`config.mk`:
```
export PLATFORM = sky130hd
export DESIGN_NAME = bar_peak_spread_smoother
export DESIGN_NICKNAME = d
export VERILOG_FILES = /design/src/rtl/core/bps_pkg.sv /design/src/rtl/core/bps_mul.sv /design/src/rtl/core/bar_peak_spread_smoother.sv
export SDC_FILE = /design/constraint.sdc
export NUM_CORES = 2
export LEC_CHECK = 0
export ABC_CLOCK_PERIOD_IN_PS = 10400
export BUFFER_PORTS_ARGS = -buffer_cell sky130_fd_sc_hd__buf_4
export CORE_MARGIN = 5
export CORE_UTILIZATION = 40
export DETAILED_ROUTE_END_ITERATION = 10
export MAX_ROUTING_LAYER = met4
export PLACE_DENSITY = 0.67
export REMOVE_ABC_BUFFERS = 1
export SETUP_SLACK_MARGIN = 0.3
export SLEW_MARGIN = 15
export SYNTH_ARGS = -nofsm -noshare
export SYNTH_HDL_FRONTEND = slang
export SYNTH_SLANG_ARGS = --single-unit
```
`constraint.sdc`:
```
create_clock -name clk -period 10.4 [get_ports clk]
set_input_delay 1.04 -clock clk [delete_from_list [all_inputs] [get_ports clk]]
set_output_delay 1.04 -clock clk [all_outputs]
set_load 0.05 [all_outputs]
```
`src/rtl/core/bps_pkg.sv`:
```
// bps_pkg: shared constants, widths and sequencer state type for the bar
// peak spreading smoother; no dependencies
package bps_pkg;

  // frame size bound and derived widths
  localparam int MAX_BARS = 64;
  localparam int CNT_W    = $clog2(MAX_BARS + 1);
  localparam int IDX_W    = $clog2(MAX_BARS);

  // field widths
  localparam int BAR_W    = 24;
  localparam int WGT_W    = 17;
  localparam int PROD_W   = BAR_W + WGT_W;
  localparam int CFG_IDX_W = 1;

  // 1.0 in unsigned q1.16
  localparam logic [WGT_W-1:0] ONE_Q16 = WGT_W'(65536);

  // reset values of the configuration registers
  localparam logic [WGT_W-1:0] DECAY_RST = WGT_W'(43691);
  localparam logic [BAR_W-1:0] MIN_RST   = BAR_W'(256);

  // configuration register indexes
  localparam logic [CFG_IDX_W-1:0] REG_DECAY = 1'b0;
  localparam logic [CFG_IDX_W-1:0] REG_MIN   = 1'b1;

  // sequencer states
  typedef enum logic [3:0] {
    S_LOAD,
    S_WB,
    S_SP_HEAD,
    S_SP_CHK,
    S_SP_RUN,
    S_SP_D1,
    S_SP_D2,
    S_EM_RD,
    S_EM_OUT
  } bps_state_t;

endpackage

```
`src/rtl/core/bps_mul.sv`:
```
// bps_mul: shared registered multiplier, 24 by 17 bits unsigned
// depends on bps_pkg
module bps_mul
  import bps_pkg::*;
(
  input  logic              clk,
  input  logic [BAR_W-1:0]  mul_a,
  input  logic [WGT_W-1:0]  mul_b,
  output logic [PROD_W-1:0] prod_r
);

  logic [PROD_W-1:0] prod_nxt;

  // full product, registered
  assign prod_nxt = PROD_W'(mul_a) * PROD_W'(mul_b);

  always_ff @(posedge clk) begin
    prod_r <= prod_nxt;
  end

endmodule

```
`src/rtl/core/bar_peak_spread_smoother.sv`:
```
// a frame of n bars loads at one bar per cycle; after the last bar the weights
// are built one per cycle, each bar 1..n-1 is either raised to the minimum (below
// minimum) or spread over all other bars through the shared multiplier, and
// emission then runs at one bar per cycle while out_tready is high
// reset: rst_n synchronous, active low; clears the sequencer, bar count and
// configuration; the bar and weight memories are not cleared
module bar_peak_spread_smoother
  import bps_pkg::*;
(
  input  logic                 clk,
  input  logic                 rst_n,
  // configuration write channel
  input  logic                 cfg_valid,
  output logic                 cfg_ready,
  input  logic [CFG_IDX_W-1:0] cfg_index,
  input  logic [BAR_W-1:0]     cfg_data,
  // input bars
  input  logic                 in_tvalid,
  output logic                 in_tready,
  input  logic [BAR_W-1:0]     in_tdata,   // [23:0] bar_in
  input  logic                 in_tlast,   // frame_end
  // smoothed bars
  output logic                 out_tvalid,
  input  logic                 out_tready,
  output logic [BAR_W-1:0]     out_tdata,  // [23:0] bar_out
  output logic                 out_tlast   // final_bar
);

  // configuration registers
  logic [WGT_W-1:0] decay_r;
  logic [BAR_W-1:0] min_r;
  logic [WGT_W-1:0] r_sat;

  // sequencer state and counters
  bps_state_t       state_r, state_nxt;
  logic [CNT_W-1:0] cnt_r, cnt_nxt;
  logic [IDX_W-1:0] i_r, i_nxt;
  logic [IDX_W-1:0] j_r, j_nxt;
  logic [IDX_W-1:0] wk_r, wk_nxt;
  logic [BAR_W-1:0] b_r, b_nxt;
  logic [CNT_W-1:0] last_idx;
  logic [CNT_W-1:0] n_load;
  logic             cnt_full;
  logic             in_acc;
  logic             advance_i;
  logic [IDX_W-1:0] bar_gap;

  // memories
  logic [BAR_W-1:0] bar_mem [MAX_BARS];
  logic [WGT_W-1:0] w_mem   [MAX_BARS];
  logic             bar_we, bar_re, w_we, w_re;
  logic [IDX_W-1:0] bar_waddr, bar_raddr, w_waddr;
  logic [BAR_W-1:0] bar_wdata, bar_rdata_r;
  logic [WGT_W-1:0] w_wdata, w_rdata_r;

  // spreading pipeline
  logic              issue;
  logic              v1_r, v2_r;
  logic [IDX_W-1:0]  j1_r, j2_r;
  logic [BAR_W-1:0]  bar_d_r;
  logic [BAR_W-1:0]  mul_a;
  logic [WGT_W-1:0]  mul_b;
  logic [PROD_W-1:0] prod_r;
  logic [BAR_W-1:0]  spread_v;

  // shared multiplier
  bps_mul u_mul (
    .clk    (clk),
    .mul_a  (mul_a),
    .mul_b  (mul_b),
    .prod_r (prod_r)
  );

  // configuration writes
  assign cfg_ready = 1'b1;

  always_ff @(posedge clk) begin
    if (!rst_n) begin
      decay_r <= DECAY_RST;
      min_r   <= MIN_RST;
    end else if (cfg_valid && cfg_ready) begin
      case (cfg_index)
        REG_DECAY: decay_r <= cfg_data[WGT_W-1:0];
        REG_MIN:   min_r   <= cfg_data;
        default:   ;
      endcase
    end
  end

  // reciprocal above one acts as one
  assign r_sat = (decay_r > ONE_Q16) ? ONE_Q16 : decay_r;

  // handshake and derived values
  assign in_tready  = (state_r == S_LOAD);
  assign in_acc     = in_tvalid && in_tready;
  assign cnt_full   = (cnt_r == CNT_W'(MAX_BARS));
  assign n_load     = cnt_full ? cnt_r : cnt_r + CNT_W'(1);
  assign last_idx   = cnt_r - CNT_W'(1);
  assign bar_gap    = (i_r > j_r) ? (i_r - j_r) : (j_r - i_r);
  assign spread_v   = prod_r[BAR_W+15:16];
  assign out_tvalid = (state_r == S_EM_OUT);
  assign out_tdata  = bar_rdata_r;
  assign out_tlast  = ({1'b0, j_r} == last_idx);

  // state register and counters
  always_ff @(posedge clk) begin
    if (!rst_n) begin
      state_r <= S_LOAD;
      cnt_r   <= '0;
      v1_r    <= 1'b0;
      v2_r    <= 1'b0;
    end else begin
      state_r <= state_nxt;
      cnt_r   <= cnt_nxt;
      v1_r    <= issue;
      v2_r    <= v1_r;
    end
  end

  always_ff @(posedge clk) begin
    i_r     <= i_nxt;
    j_r     <= j_nxt;
    wk_r    <= wk_nxt;
    b_r     <= b_nxt;
    j1_r    <= j_r;
    j2_r    <= j1_r;
    bar_d_r <= bar_rdata_r;
  end

  // bar memory
  always_ff @(posedge clk) begin
    if (bar_we) begin
      bar_mem[bar_waddr] <= bar_wdata;
    end
    if (bar_re) begin
      bar_rdata_r <= bar_mem[bar_raddr];
    end
  end

  // weight memory
  always_ff @(posedge clk) begin
    if (w_we) begin
      w_mem[w_waddr] <= w_wdata;
    end
    if (w_re) begin
      w_rdata_r <= w_mem[bar_gap];
    end
  end

  // sequencer
  always_comb begin
    state_nxt = state_r;
    cnt_nxt   = cnt_r;
    i_nxt     = i_r;
    j_nxt     = j_r;
    wk_nxt    = wk_r;
    b_nxt     = b_r;
    advance_i = 1'b0;
    issue     = 1'b0;
    bar_re    = 1'b0;
    bar_raddr = j_r;
    w_re      = 1'b0;
    w_we      = 1'b0;
    w_waddr   = wk_r;
    w_wdata   = prod_r[WGT_W+15:16];
    mul_a     = b_r;
    mul_b     = w_rdata_r;
    // spreading write-back, raise bar j when the spread value is larger
    bar_we    = v2_r && (bar_d_r < spread_v);
    bar_waddr = j2_r;
    bar_wdata = spread_v;

    case (state_r)
      S_LOAD: begin
        // multiplier primed with 1.0 * r so the first weight is ready
        mul_a = BAR_W'(ONE_Q16);
        mul_b = r_sat;
        if (in_acc) begin
          if (!cnt_full) begin
            bar_we    = 1'b1;
            bar_waddr = cnt_r[IDX_W-1:0];
            bar_wdata = in_tdata;
            cnt_nxt   = cnt_r + CNT_W'(1);
          end
          if (in_tlast) begin
            i_nxt  = IDX_W'(1);
            j_nxt  = '0;
            wk_nxt = IDX_W'(1);
            if (n_load == CNT_W'(1)) begin
              state_nxt = S_EM_RD;
            end else begin
              state_nxt = S_WB;
            end
          end
        end
      end
      S_WB: begin
        // one decay weight per cycle, fed back through the multiplier
        mul_a = BAR_W'(prod_r[WGT_W+15:16]);
        mul_b = r_sat;
        w_we  = 1'b1;
        if ({1'b0, wk_r} == last_idx) begin
          state_nxt = S_SP_HEAD;
        end else begin
          wk_nxt = wk_r + IDX_W'(1);
        end
      end
      S_SP_HEAD: begin
        bar_re    = 1'b1;
        bar_raddr = i_r;
        state_nxt = S_SP_CHK;
      end
      S_SP_CHK: begin
        if (bar_rdata_r < min_r) begin
          bar_we    = 1'b1;
          bar_waddr = i_r;
          bar_wdata = min_r;
          advance_i = 1'b1;
        end else begin
          b_nxt     = bar_rdata_r;
          j_nxt     = '0;
          state_nxt = S_SP_RUN;
        end
      end
      S_SP_RUN: begin
        // one target bar per cycle into the pipeline
        bar_re = 1'b1;
        w_re   = 1'b1;
        issue  = (j_r != i_r);
        if ({1'b0, j_r} == last_idx) begin
          state_nxt = S_SP_D1;
        end else begin
          j_nxt = j_r + IDX_W'(1);
        end
      end
      S_SP_D1: begin
        state_nxt = S_SP_D2;
      end
      S_SP_D2: begin
        advance_i = 1'b1;
      end
      S_EM_RD: begin
        bar_re    = 1'b1;
        state_nxt = S_EM_OUT;
      end
      S_EM_OUT: begin
        if (out_tready) begin
          if (out_tlast) begin
            cnt_nxt   = '0;
            state_nxt = S_LOAD;
          end else begin
            j_nxt     = j_r + IDX_W'(1);
            bar_re    = 1'b1;
            bar_raddr = j_r + IDX_W'(1);
          end
        end
      end
      default: begin
        state_nxt = S_LOAD;
      end
    endcase

    // next visited bar, or emission after the last one
    if (advance_i) begin
      if ({1'b0, i_r} == last_idx) begin
        j_nxt     = '0;
        state_nxt = S_EM_RD;
      end else begin
        i_nxt     = i_r + IDX_W'(1);
        state_nxt = S_SP_HEAD;
      end
    end
  end

  // input and output never open at once
  a_no_overlap: assert property (@(posedge clk) disable iff (!rst_n)
    !(in_tready && out_tvalid))
    else $error("input ready while results pending");

  // a frame end closes the input
  a_frame_closes: assert property (@(posedge clk) disable iff (!rst_n)
    (in_tvalid && in_tready && in_tlast) |=> !in_tready)
    else $error("input still open after frame end");

  // last result reopens the input
  a_reopen: assert property (@(posedge clk) disable iff (!rst_n)
    (out_tvalid && out_tready && out_tlast) |=> (in_tready && cnt_r == '0))
    else $error("input not reopened after last result");

  // bar count within bound
  a_cnt_bound: assert property (@(posedge clk) disable iff (!rst_n)
    cnt_r <= CNT_W'(MAX_BARS))
    else $error("bar count beyond bound");

endmodule
```
# [Yosys cells after proc, flatten, opt, wreduce, memory -nomap -nowiden]
# Memories as Yosys holds them, arrays and structs flattened. A register that Yosys moved wholly into a read port is not among the register bits.
# Index checks and enable logic that the tools add are counted.
[word_totals] in_bits=55 elab_cells=132 regBits=172 rom_bits=0 latch_bits=0 n_memories=2 out_inout_bits=28 ram_bits=2624
[classes] n_mul=1 muxes=61 n_addsub=7 magnitude_cmp=4 div_mod_pow=0 reduce_logical=14 n_shift=0 eq_ne=27 n_bitwise=2
[memory_table] memory="bar_mem" depth=64 word_bits=24 read_ports=1 rd_ports_with_merged_regs=1 write_ports=1 line_no="bar_peak_spread_smoother.sv:49" rtl="logic [BAR_W-1:0] bar_mem [MAX_BARS];"
[memory_table] memory="w_mem" depth=64 word_bits=17 read_ports=1 rd_ports_with_merged_regs=1 write_ports=1 line_no="bar_peak_spread_smoother.sv:50" rtl="logic [WGT_W-1:0] w_mem [MAX_BARS];"
[op_table] operator="$mux 6" n=19
[op_table] operator="$pmux 24 s2" n=2
[op_table] operator="$mux 24" n=3
[op_table] operator="$lt 24x24->1" n=2
[op_table] operator="$mul 24x17->40" n=1
[op_table] operator="$pmux 4 s9" n=1
[op_table] operator="$pmux 6 s2" n=3
[op_table] operator="$mux 17" n=2
[op_table] operator="$mux 4" n=8
[op_table] operator="$mux 7" n=4
[op_table] operator="$pmux 6 s4" n=1
[op_table] operator="$eq 6x7->1" n=3
[op_table] operator="$add 6x1->6 const B" n=3
[op_table] operator="$gt 17x17->1 const B" n=1
[op_table] operator="$eq 4x3->1 const B" n=4
[op_table] operator="$pmux 7 s2" n=1
[op_table] operator="$mux 1" n=12
[op_table] operator="$ne 3x1->1 const B" n=4
[op_table] operator="$sub 6x6->6" n=2
[op_table] operator="$ne 3x3->1 const B" n=3
[op_table] operator="$eq 4x2->1 const B" n=2
[op_table] operator="$ne 2x1->1 const B" n=4
[op_table] operator="$reduce_and 2->1" n=4
[op_table] operator="$reduce_and 4->1" n=2
[op_table] operator="18 further kinds" n=25

# [Logic depth before layout (Yosys ltp)]
[depth] word_depth=8 mapped_depth=32 mapped_depth_nobuf=29

# [Cells and area by module]
# Synthesis repeated with hierarchy kept, for this count alone.
[unflattened] cells_unflattened=9121 hier_area_um2=125625.5
[modules_own_cells] module="bar_peak_spread_smoother" seq_area_each_um2=82969.6 area_each_um2=111471.9 cells_each=7497 n_inst=1
[modules_own_cells] module="bps_mul" seq_area_each_um2=820.8 area_each_um2=14153.6 cells_each=1624 n_inst=1

# [Worst setup path after synthesis]
# OpenSTA, ideal clock, no wires.
[synth_timing] path_kind="register to register" start="reg state_r[3]" end="reg u_mul.prod_r[35]" n_path_buf=4 setup_ns=0.072 arrival_time_ns=7.520 slack_ns=2.808 t_required_ns=10.328 path_stages_with_launch=28 synth_period_minus_slack_ns=7.592 cell_sequence="dfxtp_1 clkbuf_1 or3_1 clkbuf_1 a21oi_1 clkbuf_1 a22o_1 clkbuf_1 nand2_1 fa_1 fa_1 fa_1 fa_1 inv_1 fa_1 inv_1 fa_1 inv_1 ha_1 a2111oi_0 a211oi_1 o21ai_0 a21boi_0 o21ai_0 a211oi_1 or3_1 a21oi_1 xnor2_1"
[synth_between] elab_chain_len=4 elab_cells_between_ends=6 classes_between="mul (1); eq/ne (1); mux (2); reduce/logical (2)"
[synth_lines] item="start: declaration" line_no="bar_peak_spread_smoother.sv:35" rtl="bps_state_t state_r, state_nxt;"
[synth_lines] item="start signal: assignment" line_no="bar_peak_spread_smoother.sv:113" rtl="state_r <= state_nxt;"
[synth_lines] item="$eq 4x1->1 / $logic_not 4->1 (equally long branches)" line_no="bar_peak_spread_smoother.sv:173" rtl="case (state_r)"
[synth_lines] item="$reduce_or 2->1 (no line)"
[synth_lines] item="$mux 17" line_no="bar_peak_spread_smoother.sv:173"
[synth_lines] item="$mul 24x17->40 (*)" line_no="bps_mul.sv:15" rtl="assign prod_nxt = PROD_W'(mul_a) * PROD_W'(mul_b);"
[synth_lines] item="named net u_mul.prod_nxt[35]" line_no="bps_mul.sv:12" rtl="logic [PROD_W-1:0] prod_nxt;"
[synth_lines] item="end signal: assignment" line_no="bps_mul.sv:18" rtl="prod_r <= prod_nxt;"
[synth_lines] item="end: declaration" line_no="bps_mul.sv:9" rtl="output logic [PROD_W-1:0] prod_r"
# The timed path passes the listed nets; every way through them passes the cells marked *.
# A chain may end at the register's enable or synchronous reset.

# [Final worst setup path]
# Ends and elaborated chain as after synthesis.

==> metrics list <==
* Unique masters post-synth: 83
* Quantity of I/O buffers inserted on ports: just over 80
* Fillcell total: 27,100
- Pin slew with the least headroom to its limit: roughly 1.2 ns
- CTS Buffer Depth: 4
- Final-stage net count: about 9,700
- Along the worst path, the maximum fanout reaches 31.
- Total overflow reported by the global router: 0
- Run status: finished, final reports clean
- Placeable core region: approximately 310,000 µm²
- Final RePlAce weighted congestion: 0.927
- Top cells by area, synth: sky130_fd_sc_hd__edfxtp_1, sky130_fd_sc_hd__nand2_1, sky130_fd_sc_hd__fa_1
* Initial cell density of the core: between 40% and 50%
- Post-Synth Simple-Gate Area: around an eighth
- Vias per Instance: 5.59
- Entering global routing, the biggest net connects ~190 pins.
- Leaving out filler cells and counting taps, the final layout contains approximately 13,000.
- The worst path uses just under 90% of the clock period.
* Library cell used as clock root buffer: sky130_fd_sc_hd__clkbuf_16
* Starting DRT DRC Count: ~8,800
* Wirelength, routed: ~340,000 µm
- Summed over all nets, the half-perimeter wirelength after detailed placement is ~200,000 µm.
* Total of flip-flops plus latches after synthesis: between 2,000 and 3,000
- In this run, placement finished with an instance count of ~13,000.
- At the later pin of the worst-skew pair, clock insertion delay measures ~0.87 ns.
- Number of I/O pins: 83
- Sequential cell area in the final layout: 83,500 µm²
- Clock slew at reported path FFs: ~0.060 ns
* Post_cts resized: 0
* Area fraction in compound gates after synthesis: 2.70%
* Vias after detailed routing: 75,300
- Overall Global Routing Usage: 21.4%
- Horiz. Die Dim: around 570 µm
* Worst-case headroom to the max-slew limit: a little over 20%
- Setup repair after global routing left no endpoint under its margin.
- Clk sinks: 2,821
* Overall die height: roughly 570 µm
- Fraction of the mapped netlist area in adder cells: around 7%
- Yosys mapped a number of flops with a built-in enable equal to ~2,700.
- The worst setup path is captured at a flop.
* Min cycle time layout: 9.26 ns
- The floorplan step defined a die boundary enclosing 324,000 µm².
* CP Launch Type: flop
- The hold violation total from the final report is 0.
* Worst Path Class, Setup: reg -> reg
* Number of H-tree levels: 5
* Largest family of logic cells by synthesized area: simple AND/OR/NAND/NOR gates
- Average detailed-routed wire length per instance: roughly 25 µm
* Setup repair bufs after CTS: 0
- The first global-routing pass estimated about 500,000 µm of wire.
- The share of the Yosys chip area taken by registers is between 60 and 70%.
* Data required, critical path: between 10 and 15 ns
* Multi-input combinational cell area: approximately 38,000 µm²
* Mapped cell area: around 120,000 µm²
- Data arrival time of the worst path: 10.03 ns
* Async SR Flop Fraction: 0%
- The tool flagged a number of max-cap violations equal to 0.
- For this design, the CTS-stage hold fixing added 0 buffers.
- Worst hold path class: reg -> reg
- The number of global-route vias before repair is around 75,000.
- Drt pass-1 iters: 6
- Setup violations remaining at the end of the flow were counted as 0.
- Fmax: roughly 110 MHz
* Number of cells produced by synthesis: 8,970
* Count of yosys warnings during synthesis: 0
* Inserted Clock Buffers: around 280
* Layout Skew: slightly above 0.06 ns
- The synthesized netlist devotes less than 1% of its cell area to XOR and XNOR gates.
* Fraction of synthesized area in multiplexers: about 7.1%
* Flip-flop cell with the highest count after synthesis: sky130_fd_sc_hd__edfxtp_1
- Max-slew violation count: 0
* Area Overhead vs Synth: 12.5%
* Antenna violations before repair: 23
- CTS tree: done
- The synthesized design spends more area on one cell type than any other, namely sky130_fd_sc_hd__edfxtp_1.
* Fraction of synthesized cell area taken by the top area cell type: 64.8%
- Post-Syn Area per Cell: approximately 14 µm²
- After detailed routing, the number of remaining DRC violations is 0.
* Fraction of final layout cells with drive strength greater than 1: a little over an eighth
* Std-Cell Rows: between 200 and 250
* Count of antenna-violating nets left after detailed routing: 0
## layout by cell type (no fill, tap or decap), drive strengths merged, types with 86 or more instances in the layout
master and n:
buf 372, fa 328, clkbuf 375, and3 339, dfxtp 126, edfxtp 2695, mux4 272, mux2i 266
inv 483, clkinv 86, nand3 889, nor2 297, nand2 1937, ha 171
## cell usage after synthesis (7+ instances only)
library cell,instances
sky130_fd_sc_hd__a31oi_1,8
sky130_fd_sc_hd__and4_1,25
sky130_fd_sc_hd__a21o_1,53
sky130_fd_sc_hd__nor3_1,16
sky130_fd_sc_hd__o41ai_1,52
sky130_fd_sc_hd__xor2_1,23
sky130_fd_sc_hd__edfxtp_1,2695
sky130_fd_sc_hd__nor4_1,10
sky130_fd_sc_hd__buf_1,42
sky130_fd_sc_hd__a211oi_1,7
sky130_fd_sc_hd__dfxtp_1,126
sky130_fd_sc_hd__and3_1,339
sky130_fd_sc_hd__nand3_1,889
sky130_fd_sc_hd__mux2i_1,266
sky130_fd_sc_hd__o41ai_2,20
sky130_fd_sc_hd__nand3b_1,12
sky130_fd_sc_hd__buf_2,125
sky130_fd_sc_hd__nor2_1,291
sky130_fd_sc_hd__buf_6,8
sky130_fd_sc_hd__clkbuf_1,335
sky130_fd_sc_hd__xnor2_1,33
sky130_fd_sc_hd__fa_1,328
sky130_fd_sc_hd__a22o_1,18
sky130_fd_sc_hd__a21boi_0,36
sky130_fd_sc_hd__mux4_2,272
sky130_fd_sc_hd__ha_1,171
sky130_fd_sc_hd__o2111ai_1,24
sky130_fd_sc_hd__o21ai_0,61
sky130_fd_sc_hd__inv_1,475
sky130_fd_sc_hd__or3_1,8
sky130_fd_sc_hd__and2_1,21
sky130_fd_sc_hd__nand4_1,15
sky130_fd_sc_hd__o21a_1,11
sky130_fd_sc_hd__o211ai_1,9
sky130_fd_sc_hd__a21oi_1,60
sky130_fd_sc_hd__nor2b_1,14
sky130_fd_sc_hd__nand2_1,1937
sky130_fd_sc_hd__a22oi_1,38
sky130_fd_sc_hd__nand2b_1,13
## routing by layer
| metal | global-route usage (%) | vias to the layer above | wire length, µm |
|---|---|---|---|
| li1 | - | 32700 | - |
| met1 | 27.3 | 38400 | 134000 |
| met2 | 34.2 | 3463 | 167000 |
| met3 | 3.18 | 710 | 26400 |
| met4 | 9.00 | 0 | 15800 |
| met5 | - | - | 0 |
## sequential cells by signal, summed over array words and instances, names as in the netlist, 7 cells and up
name and flops:
cnt_r 7, min_r 24, w_rdata_r 17, bar_d_r 24, u_mul.prod_r 24, decay_r 17, bar_mem 1536, b_r 24
w_mem 1088, out_tdata 24
## critical path: stages, from the launching register on
cell and delay, ns:
sky130_fd_sc_hd__dfxtp_1 0.62, sky130_fd_sc_hd__or3_2 0.59, sky130_fd_sc_hd__a21oi_2 0.23, sky130_fd_sc_hd__buf_4 0.26, sky130_fd_sc_hd__a22oi_1 0.90, sky130_fd_sc_hd__nor2_1 0.18, sky130_fd_sc_hd__fa_1 0.58, sky130_fd_sc_hd__inv_1 0.06
sky130_fd_sc_hd__fa_1 0.52, sky130_fd_sc_hd__inv_1 0.05, sky130_fd_sc_hd__fa_1 0.50, sky130_fd_sc_hd__fa_1 0.44, sky130_fd_sc_hd__fa_1 0.50, sky130_fd_sc_hd__inv_1 0.05, sky130_fd_sc_hd__fa_1 0.50, sky130_fd_sc_hd__inv_1 0.05
sky130_fd_sc_hd__ha_1 0.31, sky130_fd_sc_hd__nand3_1 0.16, sky130_fd_sc_hd__o221ai_1 0.35, sky130_fd_sc_hd__o21ai_0 0.37, sky130_fd_sc_hd__a21boi_0 0.23, sky130_fd_sc_hd__o21ai_0 0.72, sky130_fd_sc_hd__a211oi_1 0.20, sky130_fd_sc_hd__or3_1 0.44
sky130_fd_sc_hd__a21oi_1 0.19, sky130_fd_sc_hd__xnor2_1 0.13
## cells by family after synthesis
group,count (synthesis)
flops,2821
xor+xnor,61
fa+ha+maj,499
mux,540
buf+inv,992
other cells,1
compound gates,437
simple gates,3619
## path summary, 6_finish.rpt
kind	start	to	slack, ns	cells after the start
worst max-delay path	state_r[3]	u_mul.prod_r[35]	1.14	25
worst min-delay path	j1_r[3]	j2_r[3]	0.33	0
worst max register to register	state_r[3]	u_mul.prod_r[35]	1.14	25
worst min register to register	j1_r[3]	j2_r[3]	0.33	0
## final cells by class
cell class	instances	area share, %
Antenna cell	19	0.0338
Clock buffer	375	5.52
Clock inverter	115	0.738
Inverter	476	1.27
Multi-Input combinational cell	5157	27.3
Sequential cell	2821	59.4
Tap cell	4140	3.68
Timing Repair Buffer	372	2.07
## per-stage QoR
step                      utilization, %  setup WS, ns  cell area [µm²]  hold WS [ns]  TNS (ns)
after global routing                45.1         0.769           141000         0.332         0
after detailed placement            42.3          1.22           132000         0.314         0
after floorplan                        -        -33.61           123000         0.310  -1102.53
after CTS                           45.1          1.20           141000         0.328         0
final                               45.1          1.14           141000         0.326         0
after global placement              42.3          1.32           132000         0.314         0
Power is not shown: default switching activity piles up to over one toggle a cycle in this logic, so the estimate is an artifact.
